`src/rtl/core/tlpq_pkg.sv`:
```
// ----------------------------------------------------------------------------
// tlpq_pkg: shared types and constants for the two-level priority queue
// Field widths, command and status codes, and the FIFO control structs.
// ----------------------------------------------------------------------------
`default_nettype none

package tlpq_pkg;

	localparam int DEPTH_DEF      = 16;
	localparam int DATA_WIDTH_DEF = 32;

	localparam int ITEM_W   = 32;   // item_data and out_data port width
	localparam int STATUS_W = 2;
	localparam int CAP_W    = 5;

	localparam logic [CAP_W-1:0] CAP_RESET = CAP_W'(16);

	localparam logic CMD_ENQ = 1'b0;
	localparam logic CMD_DEQ = 1'b1;

	localparam logic CLASS_HIGH = 1'b0;
	localparam logic CLASS_LOW  = 1'b1;

	localparam logic [STATUS_W-1:0] STATUS_OK    = 2'd0;
	localparam logic [STATUS_W-1:0] STATUS_FULL  = 2'd1;
	localparam logic [STATUS_W-1:0] STATUS_EMPTY = 2'd2;

	typedef struct packed {
		logic push;
		logic pop;
	} fifo_ctrl_t;

	typedef struct packed {
		logic full;
		logic empty;
	} fifo_stat_t;

endpackage

`default_nettype wire

```
`src/rtl/core/tlpq_if.sv`:
```
// ----------------------------------------------------------------------------
// tlpq_if: channel interfaces of the two-level priority queue
// Request, response and capacity write channels, valid/ready handshake.
// ----------------------------------------------------------------------------
`default_nettype none

interface tlpq_req_if;
	logic                      valid;
	logic                      ready;
	logic                      cmd;
	logic                      item_class;
	logic [tlpq_pkg::ITEM_W-1:0] item_data;

	modport source (output valid, cmd, item_class, item_data, input ready);
	modport sink   (input valid, cmd, item_class, item_data, output ready);
endinterface

interface tlpq_rsp_if;
	logic                        valid;
	logic                        ready;
	logic [tlpq_pkg::STATUS_W-1:0] status;
	logic                        served_class;
	logic [tlpq_pkg::ITEM_W-1:0]   out_data;

	modport source (output valid, status, served_class, out_data, input ready);
	modport sink   (input valid, status, served_class, out_data, output ready);
endinterface

interface tlpq_cfg_if;
	logic                       valid;
	logic                       ready;
	logic [tlpq_pkg::CAP_W-1:0] capacity;

	modport source (output valid, capacity, input ready);
	modport sink   (input valid, capacity, output ready);
endinterface

`default_nettype wire

```
`src/rtl/core/two_level_priority_queue_unit.sv`:
```
// ----------------------------------------------------------------------------
// two_level_priority_queue_unit: high/low priority FIFO pair
// Enqueues into the named class, dequeues high before low.
// ----------------------------------------------------------------------------
// Usage:
//   req  : one request per handshake: cmd (enqueue/dequeue), item_class,
//          item_data. Enqueue stores the word unless that FIFO holds the
//          configured capacity (status full, word dropped).
//   rsp  : exactly one response per request, in order: status, served_class,
//          out_data (zero unless a word was dequeued).
//   cfg  : capacity write, always ready; write only while the block is idle.
//          Zero acts as 1, values above DEPTH act as DEPTH.
// Timing:
//   A request is registered in the input stage at acceptance and processed
//   once the result register is free or being emptied; its response is registered.
//   One request per cycle sustained while rsp.ready is high; the FIFO state
//   is updated by the single processing stage, so back-to-back requests see
//   each other's effects. A stalled receiver holds the response; one more
//   request is held in the input stage, then req.ready drops.
// Reset: both FIFOs empty, heads at zero, capacity 16. Store contents are
//   not cleared; only written entries are ever read.
// ----------------------------------------------------------------------------
`default_nettype none

module two_level_priority_queue_unit #(
	parameter int DEPTH      = tlpq_pkg::DEPTH_DEF,
	parameter int DATA_WIDTH = tlpq_pkg::DATA_WIDTH_DEF
) (
	input  wire         clk,
	input  wire         arst_n,
	tlpq_req_if.sink    req,
	tlpq_rsp_if.source  rsp,
	tlpq_cfg_if.sink    cfg
);
	import tlpq_pkg::*;

	localparam int SW    = (DATA_WIDTH < ITEM_W) ? DATA_WIDTH : ITEM_W;
	localparam int CW    = $clog2(DEPTH + 1);
	localparam int CMP_W = (CW > CAP_W) ? CW : CAP_W;

	logic [CAP_W-1:0]    cap_q;
	logic [CMP_W-1:0]    cap_ext;
	logic [CMP_W-1:0]    eff_wide;
	logic [CW-1:0]       eff_cap;

	logic                vld_s1;
	logic                cmd_s1;
	logic                cls_s1;
	logic [SW-1:0]       data_s1;

	logic                vld_s2;
	logic [STATUS_W-1:0] status_s2;
	logic                served_s2;
	logic                has_data_s2;

	logic                advance;
	logic                enq;
	logic                tgt_full;
	logic                serve_low;
	logic [STATUS_W-1:0] status_nxt;

	fifo_ctrl_t          hi_ctrl, lo_ctrl;
	fifo_stat_t          hi_stat, lo_stat;
	logic [SW-1:0]       hi_rdata, lo_rdata;
	logic [SW-1:0]       sel_rdata;

	// capacity register
	assign cfg.ready = 1'b1;

	always_ff @(posedge clk or negedge arst_n) begin
		if (!arst_n) begin
			cap_q <= CAP_RESET;
		end else if (cfg.valid) begin
			cap_q <= cfg.capacity;
		end
	end

	always_comb begin
		cap_ext = CMP_W'(cap_q);
		if (cap_ext == '0) begin
			eff_wide = CMP_W'(1);
		end else if (cap_ext > CMP_W'(DEPTH)) begin
			eff_wide = CMP_W'(DEPTH);
		end else begin
			eff_wide = cap_ext;
		end
		eff_cap = CW'(eff_wide);
	end

	// input stage
	assign advance   = vld_s1 && (!vld_s2 || rsp.ready);
	assign req.ready = !vld_s1 || advance;

	always_ff @(posedge clk or negedge arst_n) begin
		if (!arst_n) begin
			vld_s1 <= 1'b0;
		end else if (req.ready) begin
			vld_s1 <= req.valid;
		end
	end

	always_ff @(posedge clk) begin
		if (req.valid && req.ready) begin
			cmd_s1  <= req.cmd;
			cls_s1  <= req.item_class;
			data_s1 <= req.item_data[SW-1:0];
		end
	end

	// processing
	always_comb begin
		enq       = (cmd_s1 == CMD_ENQ);
		tgt_full  = (cls_s1 == CLASS_HIGH) ? hi_stat.full : lo_stat.full;
		serve_low = hi_stat.empty && !lo_stat.empty;

		hi_ctrl.push = advance && enq && (cls_s1 == CLASS_HIGH) && !hi_stat.full;
		lo_ctrl.push = advance && enq && (cls_s1 == CLASS_LOW) && !lo_stat.full;
		hi_ctrl.pop  = advance && !enq && !hi_stat.empty;
		lo_ctrl.pop  = advance && !enq && serve_low;

		if (enq) begin
			status_nxt = tgt_full ? STATUS_FULL : STATUS_OK;
		end else if (hi_stat.empty && lo_stat.empty) begin
			status_nxt = STATUS_EMPTY;
		end else begin
			status_nxt = STATUS_OK;
		end
	end

	tlpq_fifo #(.DEPTH(DEPTH), .SW(SW), .CW(CW)) u_hi_fifo (
		.clk     (clk),
		.arst_n  (arst_n),
		.ctrl    (hi_ctrl),
		.wdata   (data_s1),
		.eff_cap (eff_cap),
		.stat    (hi_stat),
		.rdata   (hi_rdata)
	);

	tlpq_fifo #(.DEPTH(DEPTH), .SW(SW), .CW(CW)) u_lo_fifo (
		.clk     (clk),
		.arst_n  (arst_n),
		.ctrl    (lo_ctrl),
		.wdata   (data_s1),
		.eff_cap (eff_cap),
		.stat    (lo_stat),
		.rdata   (lo_rdata)
	);

	// result register
	always_ff @(posedge clk or negedge arst_n) begin
		if (!arst_n) begin
			vld_s2 <= 1'b0;
		end else if (advance) begin
			vld_s2 <= 1'b1;
		end else if (rsp.ready) begin
			vld_s2 <= 1'b0;
		end
	end

	always_ff @(posedge clk) begin
		if (advance) begin
			status_s2   <= status_nxt;
			served_s2   <= (!enq && serve_low) ? CLASS_LOW : CLASS_HIGH;
			has_data_s2 <= !enq && !(hi_stat.empty && lo_stat.empty);
		end
	end

	// read data registers only change on a pop, so a stalled response holds
	assign sel_rdata        = (served_s2 == CLASS_LOW) ? lo_rdata : hi_rdata;
	assign rsp.valid        = vld_s2;
	assign rsp.status       = status_s2;
	assign rsp.served_class = served_s2;
	assign rsp.out_data     = has_data_s2 ? ITEM_W'(sel_rdata) : '0;

	a_one_pop: assert property (@(posedge clk) disable iff (!arst_n)
		!(hi_ctrl.pop && lo_ctrl.pop))
		else $error("both FIFOs popped");

	a_low_after_high: assert property (@(posedge clk) disable iff (!arst_n)
		lo_ctrl.pop |-> hi_stat.empty)
		else $error("low served while high holds words");

	a_empty_zero: assert property (@(posedge clk) disable iff (!arst_n)
		(rsp.valid && rsp.status != STATUS_OK) |->
			(rsp.out_data == '0 && rsp.served_class == CLASS_HIGH))
		else $error("non-ok response carries data");

	a_hold_stall: assert property (@(posedge clk) disable iff (!arst_n)
		(rsp.valid && !rsp.ready) |=> $stable(rsp.out_data))
		else $error("stalled response data changed");

endmodule

`default_nettype wire

```
`src/rtl/core/tlpq_fifo.sv`:
```
// ----------------------------------------------------------------------------
// tlpq_fifo: one circular FIFO of the priority queue
// Head pointer, fill count and word store; registered read on pop.
// ----------------------------------------------------------------------------
`default_nettype none

module tlpq_fifo #(
	parameter int DEPTH = tlpq_pkg::DEPTH_DEF,
	parameter int SW    = tlpq_pkg::DATA_WIDTH_DEF,
	parameter int CW    = $clog2(DEPTH + 1)
) (
	input  wire                      clk,
	input  wire                      arst_n,
	input  tlpq_pkg::fifo_ctrl_t     ctrl,
	input  wire  [SW-1:0]            wdata,
	input  wire  [CW-1:0]            eff_cap,
	output tlpq_pkg::fifo_stat_t     stat,
	output logic [SW-1:0]            rdata
);
	import tlpq_pkg::*;

	localparam int IW   = (DEPTH > 1) ? $clog2(DEPTH) : 1;
	localparam int SUMW = ((IW > CW) ? IW : CW) + 1;

	logic [SW-1:0]   mem [DEPTH];
	logic [IW-1:0]   head_q;
	logic [CW-1:0]   count_q;
	logic [SW-1:0]   rdata_q;
	logic [SUMW-1:0] tail_sum;
	logic [IW-1:0]   tail;
	logic [IW-1:0]   head_inc;

	assign stat.full  = (count_q >= eff_cap);
	assign stat.empty = (count_q == '0);
	assign rdata      = rdata_q;

	// tail = (head + count) mod DEPTH; the sum stays below twice DEPTH
	always_comb begin
		tail_sum = SUMW'(head_q) + SUMW'(count_q);
		if (tail_sum >= SUMW'(DEPTH)) begin
			tail = IW'(tail_sum - SUMW'(DEPTH));
		end else begin
			tail = IW'(tail_sum);
		end
		head_inc = (head_q == IW'(DEPTH - 1)) ? '0 : head_q + IW'(1);
	end

	always_ff @(posedge clk or negedge arst_n) begin
		if (!arst_n) begin
			head_q  <= '0;
			count_q <= '0;
		end else if (ctrl.push) begin
			count_q <= count_q + CW'(1);
		end else if (ctrl.pop) begin
			head_q  <= head_inc;
			count_q <= count_q - CW'(1);
		end
	end

	always_ff @(posedge clk) begin
		if (ctrl.push) begin
			mem[tail] <= wdata;
		end
	end

	always_ff @(posedge clk) begin
		if (ctrl.pop) begin
			rdata_q <= mem[head_q];
		end
	end

	a_no_push_full: assert property (@(posedge clk) disable iff (!arst_n)
		ctrl.push |-> !stat.full)
		else $error("push into full FIFO");

	a_no_pop_empty: assert property (@(posedge clk) disable iff (!arst_n)
		ctrl.pop |-> !stat.empty)
		else $error("pop from empty FIFO");

	a_push_pop_excl: assert property (@(posedge clk) disable iff (!arst_n)
		!(ctrl.push && ctrl.pop))
		else $error("push and pop in one cycle");

	a_count_bound: assert property (@(posedge clk) disable iff (!arst_n)
		count_q <= CW'(DEPTH))
		else $error("FIFO count above depth");

	a_pop_count: assert property (@(posedge clk) disable iff (!arst_n)
		ctrl.pop |=> count_q == $past(count_q) - CW'(1))
		else $error("pop did not lower count");

endmodule

`default_nettype wire
```
`src/flat_wrapper.sv`:
```
// flat-port wrapper written by rule: the top's interface ports become plain ports
module two_level_priority_queue_unit_flat import tlpq_pkg::*;
#(
	parameter int DEPTH      = tlpq_pkg::DEPTH_DEF,
	parameter int DATA_WIDTH = tlpq_pkg::DATA_WIDTH_DEF
)
  (clk, arst_n, req_valid, req_cmd, req_item_class, req_item_data, req_ready, rsp_valid, rsp_status, rsp_served_class, rsp_out_data, rsp_ready, cfg_valid, cfg_capacity, cfg_ready);
  tlpq_req_if req_i ();
  tlpq_rsp_if rsp_i ();
  tlpq_cfg_if cfg_i ();
  input  wire clk;
  input  wire arst_n;
  input wire logic [$bits(req_i.valid)-1:0] req_valid;
  input wire logic [$bits(req_i.cmd)-1:0] req_cmd;
  input wire logic [$bits(req_i.item_class)-1:0] req_item_class;
  input wire logic [$bits(req_i.item_data)-1:0] req_item_data;
  output wire logic [$bits(req_i.ready)-1:0] req_ready;
  output wire logic [$bits(rsp_i.valid)-1:0] rsp_valid;
  output wire logic [$bits(rsp_i.status)-1:0] rsp_status;
  output wire logic [$bits(rsp_i.served_class)-1:0] rsp_served_class;
  output wire logic [$bits(rsp_i.out_data)-1:0] rsp_out_data;
  input wire logic [$bits(rsp_i.ready)-1:0] rsp_ready;
  input wire logic [$bits(cfg_i.valid)-1:0] cfg_valid;
  input wire logic [$bits(cfg_i.capacity)-1:0] cfg_capacity;
  output wire logic [$bits(cfg_i.ready)-1:0] cfg_ready;
  assign req_i.valid = req_valid;
  assign req_i.cmd = req_cmd;
  assign req_i.item_class = req_item_class;
  assign req_i.item_data = req_item_data;
  assign req_ready = req_i.ready;
  assign rsp_valid = rsp_i.valid;
  assign rsp_status = rsp_i.status;
  assign rsp_served_class = rsp_i.served_class;
  assign rsp_out_data = rsp_i.out_data;
  assign rsp_i.ready = rsp_ready;
  assign cfg_i.valid = cfg_valid;
  assign cfg_i.capacity = cfg_capacity;
  assign cfg_ready = cfg_i.ready;
  two_level_priority_queue_unit #(.DEPTH(DEPTH), .DATA_WIDTH(DATA_WIDTH)) u_core (.clk(clk), .arst_n(arst_n), .req(req_i), .rsp(rsp_i), .cfg(cfg_i));
endmodule
```
`config.mk`:
```
export PLATFORM = sky130hd
export DESIGN_NAME = two_level_priority_queue_unit_flat
export DESIGN_NICKNAME = d
export VERILOG_FILES = /design/src/rtl/core/tlpq_pkg.sv /design/src/rtl/core/tlpq_if.sv /design/src/rtl/core/two_level_priority_queue_unit.sv /design/src/rtl/core/tlpq_fifo.sv /design/src/flat_wrapper.sv
export SDC_FILE = /design/constraint.sdc
export NUM_CORES = 1
export LEC_CHECK = 0
export ABC_AREA = 1
export BUFFER_PORTS_ARGS = -buffer_cell sky130_fd_sc_hd__buf_2
export CORE_MARGIN = 3
export CORE_UTILIZATION = 49
export DETAILED_ROUTE_END_ITERATION = 7
export GPL_ROUTABILITY_DRIVEN = 0
export PLACE_DENSITY = 0.75
export SLEW_MARGIN = 40
export SYNTH_ARGS = -nofsm -noshare
export SYNTH_HDL_FRONTEND = slang
export SYNTH_HIERARCHICAL = 1
export SYNTH_SLANG_ARGS = --single-unit
```
`constraint.sdc`:
```
create_clock -name clk -period 4.05 [get_ports clk]
set_input_delay 0.81 -clock clk [delete_from_list [all_inputs] [get_ports clk]]
set_output_delay 0.81 -clock clk [all_outputs]
set_load 0.05 [all_outputs]
```
==> metrics list <==
* Capture point of the worst reg-to-reg path: u_core/u_hi_fifo/mem[7][13]
- Startpoint of the lowest-slack register-to-register path: u_core/cap_ext[2]
- For this configuration, the core starts out at a cell density of 49.80%.
- Area of combinational cells with multiple inputs: 10,950 um2
- Counting along the longest clock path gives a buffer depth of 3.
* Total of endpoints with negative setup slack in the final report: 0
* Leakage power figure: 24.29 nW
- Worst setup path start: u_core/cap_ext[2]
- For the finished layout, the period the worst path requires is 3.703 ns.
* Seq cells post-synth: 1,151
* Buffer count from post-CTS setup fixing: 0
- DRC violations left: 0
- Net count, final: 5,026
* Number of DRC markers in iteration 0: 4,407
- Core footprint: 100,900 um2
- Post-detailed-placement half-perimeter wirelength: 72,640 um
- Worst clock skew: 0.02338 ns
- Unrepaired setup endpoints after global routing: false
* Worst reg2reg path depth: 13
- Final-report max-slew violation count: 0
- The repair_antennas step left the layout with diodes totalling 0.
* Critical path fanouts, max: 32
* Clk Tree Root Cell: sky130_fd_sc_hd__clkbuf_16
* Crit path launch type: flip-flop
- Mean cell area of the mapped netlist: 10.29 um2
- In this run the cell area of the synthesized design comes to 50,230 um2.
- Sequential cell area: 34,450 um2
* Post-Layout Inst Area: 55,880 um2
- DIE WIDTH: 326.2 um
* Total overflow reported by the global router: 0
- Accumulated negative setup slack: 0 ns
* Gate count of the mapped netlist: 4,881
- Max_cap viols: 0
* EDFF count, synth: 1,126
- Post-CTS repair changed the size of 0 cells.
- Via count of the first global-routing pass: 32,480
* Status: finished, final reports clean
- Entering global routing, the biggest net connects 132 pins.
- After layout, the worst path uses 91.43% of the clock period.
- Fmax: 0.2701 GHz
* Top-count cell post-synth: sky130_fd_sc_hd__nand2_1
- Global routing used 23.03% of the available tracks.
- Area of the die: 106,400 um2
* Fill cell count: 8,086
- The top cell type by area accounts for 67.31% of the synthesized area.
* CTS Sinks: 1,151
* Number of detailed-routing iterations run before antenna repair: 7
- Clk slew on worst S/H paths: 0.06 ns
* Cell type with the largest total area after synthesis: sky130_fd_sc_hd__edfxtp_1
* Maximum resistive drop on vdd: 493.7 uV
- Dividing the detail-routed wire length by the instance count gives 19.42 um.
- The die is 326.2 um tall.
* Transition at the pin with the smallest max-transition slack: 0.9019 ns
* Clock tree from TritonCTS: done
- Counting every net in the synthesized netlist gives 4,953.
- Number of hold-repair buffers added at the cts stage: 0
* Max_slew headroom: 39.87%
* Vias per inst: 5.263
* Synth top area cells: sky130_fd_sc_hd__edfxtp_1 (67%), sky130_fd_sc_hd__nand2_1 (12%), sky130_fd_sc_hd__inv_1 (7.4%)
* CTS H-tree depth: 3
* Required time at the worst-slack endpoint: 4.37 ns
- Sequential cell area fraction in the yosys report: 68.56%
- Number of antenna violations at the first check in global routing: 8
- Once placement finished, the instance area stood at 52,380 um2.
- Arrival time at the worst endpoint: 4.02 ns
- The commonest cells after synthesis are sky130_fd_sc_hd__nand2_1 (1,593), sky130_fd_sc_hd__edfxtp_1 (1,126), sky130_fd_sc_hd__inv_1 (990).
- Layout overhead on the synthesized area: 11.24%
- Count of buffers inserted at the top-level ports: 80
- Row count: 116
- Routed wire length: 124,300 um
- Antenna violation net count after detailed routing: 0
- Inserted Clock Buffers: 111
- Primary flip-flop cell chosen by synthesis mapping: sky130_fd_sc_hd__edfxtp_1
* WS Path Type: reg -> reg
- Via count: 33,680
- Fraction of synthesis flops using an asynchronous set or reset pin: 2.172%
- For this design the ratio of total power to cell area is 636.8 nW/um2.
- Fraction of layout cells with a size suffix above 1: 7.833%
- For this design the top-level I/O count stands at 82.
- The clock reaches the later pin of the worst-skew pair after 0.68 ns.
* Yosys warns: 6
* First-pass GRT wire length: 188,400 um
- The worst setup path is captured at a flip-flop.
- Worst hold path class: in -> async
* Reg2Reg Setup Slack: 0.35 ns
- The hold violation count in the final report is 0.
* Number of distinct library cells after synthesis: 33
[cell usage in the layout (no fill, tap or decap), drive strengths merged, types with 4 or more instances in the layout]
cell / instances
nor2: 111
xnor2: 6
clkinv: 48
xor2: 6
edfxtp: 1126
o21ai: 49
clkbuf: 139
nand3: 677
fa: 4
ha: 24
clkinvlp: 4
a21oi: 16
nand2: 1593
dfrtp: 24
buf: 176
inv: 1017
bufinv: 9
[power by group]
group          internal [W]  switching [W]  total (W)
combinational       0.00293        0.00801     0.0109
sequential           0.0140       0.000602     0.0146
clock               0.00573        0.00430     0.0100
[critical path, cell delays in order (launching register included)]
cell and delay, ns:
sky130_fd_sc_hd__dfrtp_1 0.38, sky130_fd_sc_hd__nor2_1 0.13, sky130_fd_sc_hd__nand2_1 0.10, sky130_fd_sc_hd__a21oi_1 0.19, sky130_fd_sc_hd__inv_1 0.07, sky130_fd_sc_hd__ha_1 0.31
sky130_fd_sc_hd__a21o_1 0.16, sky130_fd_sc_hd__a21oi_1 0.12, sky130_fd_sc_hd__o21ai_0 0.08, sky130_fd_sc_hd__or2_2 0.31, sky130_fd_sc_hd__nor2_1 0.39, sky130_fd_sc_hd__nand3_1 0.47
sky130_fd_sc_hd__nor2_4 0.21, sky130_fd_sc_hd__buf_4 0.41
[worst max-delay path by stage]
| stage | endpoint | slack [ns] | cells past startpoint |
|---|---|---|---|
| after floorplan | u_core/u_hi_fifo/mem[1][0] | 0.1 | 13 |
| after global placement | u_core/u_hi_fifo/mem[7][14] | 0.35 | 13 |
| after detailed placement | u_core/u_hi_fifo/mem[7][14] | 0.34 | 13 |
| after CTS | u_core/u_hi_fifo/mem[7][13] | 0.33 | 13 |
| after global routing | u_core/u_hi_fifo/mem[7][6] | 0.008 | 13 |
| final | u_core/u_hi_fifo/mem[7][13] | 0.35 | 13 |
[flip-flops by register name, summed over array words and instances (netlist names)]
signal and count:
u_core/u_hi_fifo/head_q 4, u_core/rsp.served_class 1, u_core/u_lo_fifo/rdata 32, u_core/u_lo_fifo/mem 512, u_core/u_hi_fifo/count_q 5, u_core/u_hi_fifo/rdata 32, u_core/has_data_s2 1, u_core/data_s1 32
u_core/rsp.valid 1, u_core/rsp.status 2, u_core/cls_s1 1, u_core/vld_s1 1, u_core/cap_ext 5, u_core/u_lo_fifo/head_q 4, u_core/u_lo_fifo/count_q 5, u_core/cmd_s1 1
u_core/u_hi_fifo/mem 512
[logic make-up (layout without fill, tap and decap cells)]
group / count (synthesis) / count (layout) / synth area share [%]
AOI/OAI and AO/OA: 69 / 69 / 0.7074
xor gates and xnor gates: 12 / 12 / 0.2092
adders and majority gates: 28 / 28 / 0.7572
buffers and inverters: 1231 / 1393 / 10.17
DFF: 1151 / 1151 / 68.56
other: 1 / 1 / 0.007465
and+or+nand+nor: 2389 / 2389 / 19.59
[per-stage QoR]
stage | utilization (%) | hold slack, ns | setup WS, ns | power (W) | std cells
after floorplan | - | 0.4768 | 0.09643 | 0.02231 | 4881
after global placement | 51.88 | 0.5148 | 0.3490 | 0.02523 | 6196
after detailed placement | 51.93 | 0.5348 | 0.3397 | 0.02552 | 6198
after CTS | 55.40 | 0.1495 | 0.3324 | 0.03553 | 6400
after global routing | 55.40 | 0.1844 | 0.007987 | 0.03730 | 6400
final | 55.40 | 0.1709 | 0.3471 | 0.03558 | 6400
[final cells by class]
class,count,share of cell area [%]
clock buffer,139,5.311
inverter,1015,6.858
sequential,1151,61.66
multi-input combinational,2499,19.59
timing repair buffer,176,2.591
clock inverter,63,0.9561
tap,1357,3.038
[layer usage]
layer	track usage, %	up-vias	share of wire (%)
li1	-	15640	-
met1	32.17	16010	40
met2	36.74	1805	47
met3	4.643	228	11
met4	6.766	6	2.3
met5	0	-	0.023
Note: power is estimated with default switching activity, not from simulation.
